File: src/rtl/mimw_pkg.sv
// Shared types and constants for the modulo idiom window matcher.
// Has no dependencies; every other file of the block imports it.
package mimw_pkg;

   localparam int unsigned MATCH_DEPTH = 4;

   typedef enum logic [2:0] {
      OP_OTHER = 3'd0,
      OP_AND   = 3'd1,
      OP_MUL   = 3'd2,
      OP_IMUL  = 3'd3,
      OP_SUB   = 3'd4,
      OP_SAR   = 3'd5,
      OP_SHR   = 3'd6,
      OP_ADD   = 3'd7
   } opcode_type;

   localparam logic [2:0] LEN_NONE     = 3'd0;
   localparam logic [2:0] LEN_MASK     = 3'd1;
   localparam logic [2:0] LEN_MULSUB   = 3'd2;
   localparam logic [2:0] LEN_SIGNED   = 3'd5;

   typedef struct packed {
      logic        valid;
      opcode_type  opcode;
      logic [15:0] dest;
      logic [15:0] src_a;
      logic [15:0] src_b;
      logic        is_imm;
      logic [63:0] imm;
      logic [6:0]  width;
      logic [63:0] addr;
   } entry_type;

   typedef struct packed {
      logic        found;
      logic        is_signed;
      logic [15:0] dividend_reg;
      logic [15:0] remainder_reg;
      logic [63:0] divisor;
      logic [6:0]  operand_width;
      logic [63:0] first_address;
      logic [63:0] last_address;
      logic [2:0]  length;
   } result_type;

endpackage

File: src/rtl/mimw_cell.sv
// One history cell: holds a decoded instruction and passes it to the next
// older cell on every accepted item. Depends on mimw_pkg.
module mimw_cell
   import mimw_pkg::*;
(
   input  logic      clock,
   input  logic      reset,
   input  logic      shift_en,
   input  entry_type entry_in,
   output entry_type entry_out
);

   entry_type slot_ff;
   entry_type slot_in;

   always_comb begin
      slot_in = slot_ff;
      if (shift_en) begin
         slot_in = entry_in;
      end
   end

   always_ff @(posedge clock) begin
      if (reset) begin
         slot_ff <= '0;
      end else begin
         slot_ff <= slot_in;
      end
   end

   assign entry_out = slot_ff;

endmodule

File: src/rtl/mimw_match.sv
// Idiom matcher: compares the current instruction with the four newest
// history cells and builds one result. Depends on mimw_pkg.
module mimw_match
   import mimw_pkg::*;
(
   input  entry_type                   cur,
   input  entry_type [MATCH_DEPTH-1:0] hist,
   output result_type                  result
);

   function automatic logic is_pow2(input logic [63:0] v);
      return (v >= 64'd2) && ((v & (v - 64'd1)) == 64'd0);
   endfunction

   function automatic logic [5:0] onehot_index(input logic [63:0] v);
      logic [5:0] idx;
      idx = 6'd0;
      for (int i = 0; i < 64; i++) begin
         if (v[i]) begin
            idx = idx | 6'(i);
         end
      end
      return idx;
   endfunction

   logic        mask_hit;
   logic        mul_hit;
   logic        mul_neg;
   logic        mul_big;
   logic [63:0] mask_k;
   logic        sar_ok;
   logic        shr_ok;
   logic [6:0]  shr_k;
   logic [63:0] and_k;
   logic        and_ok;
   logic        k_ok;
   logic [63:0] kval;
   logic [15:0] x_reg;
   logic        tail_ok;
   logic        signed_hit;

   always_comb begin
      mask_k   = cur.imm + 64'd1;
      mask_hit = (cur.opcode == OP_AND) && cur.is_imm && is_pow2(mask_k);

      mul_neg = hist[0].imm[63];
      mul_big = mul_neg ? (hist[0].imm != '1) : (hist[0].imm >= 64'd2);
      mul_hit = (cur.opcode == OP_SUB) && hist[0].valid
                && ((hist[0].opcode == OP_MUL) || (hist[0].opcode == OP_IMUL))
                && hist[0].is_imm && (cur.src_b == hist[0].dest) && mul_big;

      x_reg  = hist[3].src_a;
      sar_ok = hist[0].valid && hist[1].valid && hist[2].valid && hist[3].valid
               && (hist[3].opcode == OP_SAR) && hist[3].is_imm
               && (hist[3].imm == (64'(hist[3].width) - 64'd1))
               && ((hist[2].opcode == OP_SHR) || (hist[2].opcode == OP_AND))
               && (hist[2].src_a == hist[3].dest) && hist[2].is_imm;

      shr_k  = hist[3].width - hist[2].imm[6:0];
      shr_ok = (hist[3].width >= 7'd2) && (hist[2].imm != 64'd0)
               && (hist[2].imm <= (64'(hist[3].width) - 64'd1))
               && (shr_k <= 7'd63);

      and_k  = hist[2].imm + 64'd1;
      and_ok = is_pow2(and_k) && (7'(onehot_index(and_k)) < hist[3].width);

      if (hist[2].opcode == OP_SHR) begin
         k_ok = shr_ok;
         kval = 64'd1 << shr_k[5:0];
      end else begin
         k_ok = and_ok;
         kval = and_k;
      end

      tail_ok = (hist[1].opcode == OP_ADD)
                && (((hist[1].src_a == x_reg) && (hist[1].src_b == hist[2].dest))
                    || ((hist[1].src_a == hist[2].dest) && (hist[1].src_b == x_reg)))
                && (hist[0].opcode == OP_AND) && (hist[0].src_a == hist[1].dest)
                && hist[0].is_imm && (hist[0].imm == (64'd0 - kval))
                && (cur.src_a == x_reg) && (cur.src_b == hist[0].dest);

      signed_hit = (cur.opcode == OP_SUB) && sar_ok && k_ok && tail_ok;

      result = '0;
      priority if (mask_hit) begin
         result.found         = 1'b1;
         result.dividend_reg  = cur.src_a;
         result.remainder_reg = cur.dest;
         result.divisor       = mask_k;
         result.operand_width = cur.width;
         result.first_address = cur.addr;
         result.last_address  = cur.addr;
         result.length        = LEN_MASK;
      end else if (mul_hit) begin
         result.found         = 1'b1;
         result.is_signed     = mul_neg;
         result.dividend_reg  = cur.src_a;
         result.remainder_reg = cur.dest;
         result.divisor       = hist[0].imm;
         result.operand_width = hist[0].width;
         result.first_address = hist[0].addr;
         result.last_address  = cur.addr;
         result.length        = LEN_MULSUB;
      end else if (signed_hit) begin
         result.found         = 1'b1;
         result.is_signed     = 1'b1;
         result.dividend_reg  = x_reg;
         result.remainder_reg = cur.dest;
         result.divisor       = kval;
         result.operand_width = hist[3].width;
         result.first_address = hist[3].addr;
         result.last_address  = cur.addr;
         result.length        = LEN_SIGNED;
      end else begin
         result.length = LEN_NONE;
      end
   end

endmodule

File: src/rtl/modulo_idiom_window_matcher.sv
// Top level of the modulo idiom window matcher: a chain of history cells,
// the idiom matcher and a two-entry result buffer. Depends on mimw_pkg,
// mimw_cell and mimw_match.
//
//   channel | direction | handshake             | payload
//   req_    | in        | req_valid / req_ready | one decoded instruction
//   rsp_    | out       | rsp_valid / rsp_ready | one match result per item
//
// The result of each item is registered when the item is accepted. The matcher
// is a single combinational stage between the history cells and the result
// register, so one item per cycle is sustained while results are taken.
// A second result register absorbs one stalled result, so one more item is
// accepted while a result waits; req_ready then stays low until the waiting
// result is taken. Reset empties the history and the buffer.
module modulo_idiom_window_matcher
   import mimw_pkg::*;
#(
   parameter int unsigned HISTORY_DEPTH = 4
)
(
   input  logic               clock,
   input  logic               reset,
   input  logic               req_valid,
   output logic               req_ready,
   input  logic [2:0]         req_opcode,
   input  logic [15:0]        req_dest_reg,
   input  logic [15:0]        req_first_src_reg,
   input  logic [15:0]        req_second_src_reg,
   input  logic               req_second_is_immediate,
   input  logic signed [63:0] req_immediate_value,
   input  logic [6:0]         req_source_width,
   input  logic [63:0]        req_instr_address,
   output logic               rsp_valid,
   input  logic               rsp_ready,
   output logic               rsp_found,
   output logic               rsp_is_signed,
   output logic [15:0]        rsp_dividend_reg,
   output logic [15:0]        rsp_remainder_reg,
   output logic signed [63:0] rsp_divisor,
   output logic [6:0]         rsp_operand_width,
   output logic [63:0]        rsp_first_address,
   output logic [63:0]        rsp_last_address,
   output logic [2:0]         rsp_length
);

   entry_type                     cur;
   entry_type [HISTORY_DEPTH:0]   chain;
   result_type                    match_result;
   logic                          push;
   logic                          pop;

   result_type out_ff;
   result_type out_in;
   logic       out_valid_ff;
   logic       out_valid_in;
   result_type skid_ff;
   result_type skid_in;
   logic       skid_valid_ff;
   logic       skid_valid_in;

   always_comb begin
      cur.valid  = 1'b1;
      cur.opcode = opcode_type'(req_opcode);
      cur.dest   = req_dest_reg;
      cur.src_a  = req_first_src_reg;
      cur.src_b  = req_second_src_reg;
      cur.is_imm = req_second_is_immediate;
      cur.imm    = req_immediate_value;
      cur.width  = req_source_width;
      cur.addr   = req_instr_address;
   end

   assign chain[0] = cur;
   assign push     = req_valid && req_ready;
   assign pop      = out_valid_ff && rsp_ready;

   for (genvar g = 0; g < HISTORY_DEPTH; g++) begin : g_cell
      mimw_cell u_cell (
         .clock     (clock),
         .reset     (reset),
         .shift_en  (push),
         .entry_in  (chain[g]),
         .entry_out (chain[g+1])
      );
   end

   mimw_match u_match (
      .cur    (cur),
      .hist   (chain[MATCH_DEPTH:1]),
      .result (match_result)
   );

   always_comb begin
      out_in        = out_ff;
      out_valid_in  = out_valid_ff;
      skid_in       = skid_ff;
      skid_valid_in = skid_valid_ff;
      if (skid_valid_ff) begin
         if (pop) begin
            out_in        = skid_ff;
            skid_valid_in = 1'b0;
         end
      end else if (push) begin
         if (!out_valid_ff || pop) begin
            out_in       = match_result;
            out_valid_in = 1'b1;
         end else begin
            skid_in       = match_result;
            skid_valid_in = 1'b1;
         end
      end else if (pop) begin
         out_valid_in = 1'b0;
      end
   end

   always_ff @(posedge clock) begin
      out_ff  <= out_in;
      skid_ff <= skid_in;
      if (reset) begin
         out_valid_ff  <= 1'b0;
         skid_valid_ff <= 1'b0;
      end else begin
         out_valid_ff  <= out_valid_in;
         skid_valid_ff <= skid_valid_in;
      end
   end

   assign req_ready         = !skid_valid_ff;
   assign rsp_valid         = out_valid_ff;
   assign rsp_found         = out_ff.found;
   assign rsp_is_signed     = out_ff.is_signed;
   assign rsp_dividend_reg  = out_ff.dividend_reg;
   assign rsp_remainder_reg = out_ff.remainder_reg;
   assign rsp_divisor       = out_ff.divisor;
   assign rsp_operand_width = out_ff.operand_width;
   assign rsp_first_address = out_ff.first_address;
   assign rsp_last_address  = out_ff.last_address;
   assign rsp_length        = out_ff.length;

endmodule

File: config.mk
export PLATFORM = sky130hd
export DESIGN_NAME = modulo_idiom_window_matcher
export DESIGN_NICKNAME = d
export VERILOG_FILES = /design/src/rtl/mimw_pkg.sv /design/src/rtl/mimw_cell.sv /design/src/rtl/mimw_match.sv /design/src/rtl/modulo_idiom_window_matcher.sv
export SDC_FILE = /design/constraint.sdc
export NUM_CORES = 2
export LEC_CHECK = 0
export ABC_AREA = 1
export BUFFER_PORTS_ARGS = -buffer_cell sky130_fd_sc_hd__buf_2
export CELL_PAD_IN_SITES_DETAIL_PLACEMENT = 0
export CELL_PAD_IN_SITES_GLOBAL_PLACEMENT = 1
export CORE_MARGIN = 2
export CORE_UTILIZATION = 45
export CTS_BUF_LIST = sky130_fd_sc_hd__clkbuf_8
export DETAILED_ROUTE_END_ITERATION = 7
export HOLD_SLACK_MARGIN = 0.06
export PLACE_DENSITY_LB_ADDON = 0.1
export SLEW_MARGIN = 15
export SYNTH_ARGS = -nofsm -noshare
export SYNTH_HDL_FRONTEND = slang
export SYNTH_SLANG_ARGS = --single-unit
File: constraint.sdc
create_clock -name clock -period 31.6 [get_ports clock]
set_input_delay 6.32 -clock clock [delete_from_list [all_inputs] [get_ports clock]]
set_output_delay 6.32 -clock clock [all_outputs]
set_load 0.005 [all_outputs]
======== Word-level counts from Yosys, hierarchy flattened ========
Cells that the tools add are included.
storage, ports and cells
  register bits ........................... 1,194
  bits of input ports ..................... 191
  word-level logic and storage cells ...... 252
operators by class
  add/subtract/negate cells ............... 7
  $lt $le $gt $ge ......................... 7
  equal/unequal tests ..................... 23
  shifts and indexed selects .............. 1
  muxes and demuxes ....................... 105
  bitwise gates (word level) .............. 3
  reductions and logical operators ........ 52
operator list
  operator               number
  $mux 236               15
  $mux 233               3
  $mux 234               1
  $ge 64x2->1 const B    3
  $mux 6                 32
  $add 64x1->64 const B  2
  $and 64x64->64         2
  $eq 16x16->1           8
  $eq 64x64->1           2
  $logic_not 64->1       2
  $sub 64x1->64 const B  2
  $mux 5                 16
  $le 64x64->1           1
  $mux 64                1
  $ne 64x64->1 const B   1
  $reduce_bool 64->1     1
  $shl 1x6->64 const A   1
  $sub 1x64->64 const A  1
  $logic_and 1x1->1      36
  $mux 4                 8
  $mux 3                 7
  $mux 1                 20
  $eq 3x3->1 const B     4
  $reduce_and 3->1       4
  other kinds (15)       25

======== Logic depth before layout (Yosys ltp) ========
  depth in word-level cells ............... 81
  depth in mapped cells ................... 46

======== Modules after synthesis ========
From an unflattened synthesis, not the netlist that was laid out.
second synthesis, totals
  cell total of the unflattened synthesis .. 11,205
  area, all modules ....................... 71,222.1 sq um
modules (own cells, without submodules)
  module                       times used  cells an instance  area an instance (sq um)  sequential area each (sq um)
  mimw_cell                    4           1,191              7,758.7                   3,763.6
  mimw_match                   1           5,186              22,759.3                  0.0
  modulo_idiom_window_matcher  1           1,255              17,428.0                  14,213.6

======== Worst setup path after synthesis ========
No wires, ideal clock.
  path type ............................... input to register
  from .................................... input req_valid
  to ...................................... register skid_ff[0] (netlist bit) (enable)
  setup time .............................. 0.836 ns
  arrival ................................. 16.817 ns
  slack ................................... 13.947 ns
  cell stages on the path ................. 5
  buffers on the path ..................... 3
  cell sequence ........................... nand2_1 > clkbuf_1 > clkbuf_1 > buf_1 > nor2_1
on the way
  cells in the longest elaborated chain, start to end .. 3
RTL lines
  item                         line                                RTL
  start, declared              modulo_idiom_window_matcher.sv:23   input logic req_valid,
  $logic_and 1x1->1            modulo_idiom_window_matcher.sv:74   assign push = req_valid && req_ready;
  $reduce_bool 2->1 (no line)  -
  $reduce_and 3->1 (no line)   -
  end signal, assigned         modulo_idiom_window_matcher.sv:118  skid_ff <= skid_in;
  end, declared                modulo_idiom_window_matcher.sv:56   result_type skid_ff;
Every way passes these cells.
A chain may end at the register's enable or synchronous reset.

==> metrics.txt <==
TritonCTS clock tree=built; root buffer cell=clkbuf_8; CTS sink count=1,194; Routed WL=roughly 240,000 um; Max-slew headroom=around 18%; CTS H-tree depth=4; CP Capture Type=register; post-synthesis area per instance=a little over 7 um^2; peak supply drop=about 0.039 mV; status=finished clean; Cell Area, Synth=63,300 um^2; initial antenna violation count=14; Post-Synthesis Cells=8,865; max FFs per register=720; Synth Flop Type=dfxtp_1; Worst Path Arrival=~12,000 ps; max-capacitance violation count=0; Worst Setup Path Type=in2reg; Fmax=88.07 MHz; final setup fails=0; area of the core=139,500 um^2; CTS clk-pin slew, worst paths=60 ps; cell area power density=53.95 nW/um^2; RSZ-0062 raised after global routing=false; Critical Path Fanout Max=82; most frequent cells in the layout=nand2_1, nor2_1, inv_1; CTS Buffer Depth=3; critical path required time=~32,000 ps; Slew Limit Fails=0; switching share of power=around 30%; CP Launch Type=input pin; Iter 0 DRT Violations=5,724; synth unique cells=56; sequential share of power=about 46%; layout overhead on the synthesized area=12.42%; worst hold margin=466.1 ps; vias per cell=5.337; Routed Antenna Nets=0; Psw=0.001183 W; yosys warns=0; Die W=379.1 um; final instance area=71,160 um^2; Worst Hold Class=reg2reg; register area share after synthesis=45.22%; Tmin final=11,360 ps; wire length per cell=21.67 um; Worst Tran Pin Value=1215 ps; Cell Area, Placed=approximately 67,000 um^2; Static Leak=33.62 nW; I/O pins=roughly 430; post-synth net total=9,144; Resized cells post-CTS=0; setup TNS=0 ps; number of global-route vias before repair=56,021; drt drc=0; drt pass-1 iters=6; commonest non-fill, non-tap cell in the layout=nand2_1; die area=143,700 um^2; number of synthesized register bits=1,194; synth top area cells=dfxtp_1, edfxtp_1, nand2_1; Starting Density=45.37%; Internal=0.002656 W; EDFF count, synth=472; asr flop ratio synth=0%; Final period util=35.93%; Die H=379.1 um; power share of the clock group=roughly 40%; Total Routing Usage GR=33.19%; dpl hpwl=181,500 um; Fin. Hold Viols=0; Yosys top cell area share=22.83%; # Post-CTS Setup Buffers=0; port buffer count=approximately 430; layout cells sized above 1=11.33%; clk_lat worst skew=just under 1000 ps; Routability Congestion=around 1.0; final net count=9,462; Overflow after GRT=0; Via Count=59,987; Clock Skew=about 89 ps; fillers=about 14,000; largest net degree at the start of global routing=approximately 220; Post-CTS Hold Fix Bufs=0; area leader, netlist=dfxtp_1; num rows=137; first-pass GRT wire length=between 300,000 and 400,000 um; combinational fraction of design power=15.2%; CTS Buf Count=205
## cell families (layout without fill, tap and decap cells)
logic type                 count (synthesis)  after routing  share of synthesized area [%]
other                                      0              5                              0
AOI/OAI and AO/OA                       1459           1459                          11.72
adders and majority gates                 88             88                          1.751
DFF                                     1194           1194                          45.22
muxes                                      1              1                        0.01581
xor gates and xnor gates                 211            211                          2.941
buffers and inverters                   1350           1844                          8.262
and+or+nand+nor                         4562           4562                          30.09
## routing by layer
layer | part of all wire [%] | vias to the layer above | GRT usage [%]
li1 | - | 29204 | -
met1 | 43 | 28129 | 43.12
met2 | 45 | 2148 | 52.47
met3 | 7.7 | 490 | 7.512
met4 | 4.8 | 16 | 15.14
met5 | 0.039 | - | 0
## stage by stage
step,instances,setup slack [ps],power [W],util (%)
6_report,11240,20240,0.003839,51.00
5_1_grt,11238,19800,0.004001,51.00
3_3_place_gp,10852,19500,0.002360,47.84
2_1_floorplan,8865,13950,0.002142,-
3_5_place_dp,10852,19450,0.002365,47.84
4_1_cts,11235,20510,0.003859,50.99
## Yosys cell counts, types with 131 or more instances
| master | instances |
|---|---|
| or2_2 | 160 |
| dfxtp_1 | 722 |
| nand2_1 | 1989 |
| a21oi_1 | 541 |
| nand3_1 | 458 |
| nand4_1 | 131 |
| nor2_1 | 1590 |
| clkbuf_1 | 305 |
| inv_1 | 950 |
| edfxtp_1 | 472 |
| o21ai_0 | 786 |
| xor2_1 | 134 |
## path summary, 6_finish.rpt
check	endpoint	slack, ps	startpoint	cells after the start
setup / recovery	rsp_remainder_reg[0]	20240	req_immediate_value[0]	26
hold / removal	g_cell[3].u_cell.entry_out[184]	470	g_cell[3].u_cell.entry_out[184]	2
setup reg to reg	rsp_operand_width[4]	22950	g_cell[2].u_cell.entry_out[72]	34
hold reg to reg	g_cell[3].u_cell.entry_out[184]	470	g_cell[3].u_cell.entry_out[184]	2
## layout make-up
type,count,area [um^2],area share (%)
diodes,5,12.51,0.01758
clock buffers,248,3413,4.796
clock inverters,135,984.7,1.384
inverters,984,3721,5.229
multi-input cells,6321,29490,41.45
flip-flops and latches,1194,28630,40.23
well taps,1876,2347,3.298
repair buffers,477,2560,3.597
## power by group through the flow
| stage | Clock, W | Sequential (W) | Combinational (W) |
|---|---|---|---|
| 2_1_floorplan | 0 | 0.00178 | 0.000363 |
| 3_3_place_gp | 0 | 0.00179 | 0.000570 |
| 3_5_place_dp | 0 | 0.00179 | 0.000574 |
| 4_1_cts | 0.00152 | 0.00176 | 0.000576 |
| 5_1_grt | 0.00159 | 0.00177 | 0.000645 |
| 6_report | 0.00149 | 0.00176 | 0.000584 |
## worst max-delay path, stage by stage
cell,delay (ps)
buf_2,290
ha_1,250
inv_1,70
nor2_1,290
nand2_1,180
nor2_1,310
nand3_1,390
nor2_1,430
nand2_1,140
xor2_1,530
nand2_1,150
nor2_1,180
nand2_1,90
nor2_1,100
nand3_1,140
nand2_1,140
nand2_1,60
inv_1,50
nand2_1,60
nor2_1,80
nand4_1,90
buf_4,270
nand3_4,140
buf_4,680
nand2_1,160
o21ai_0,250
(Power assumes the default switching activity.)
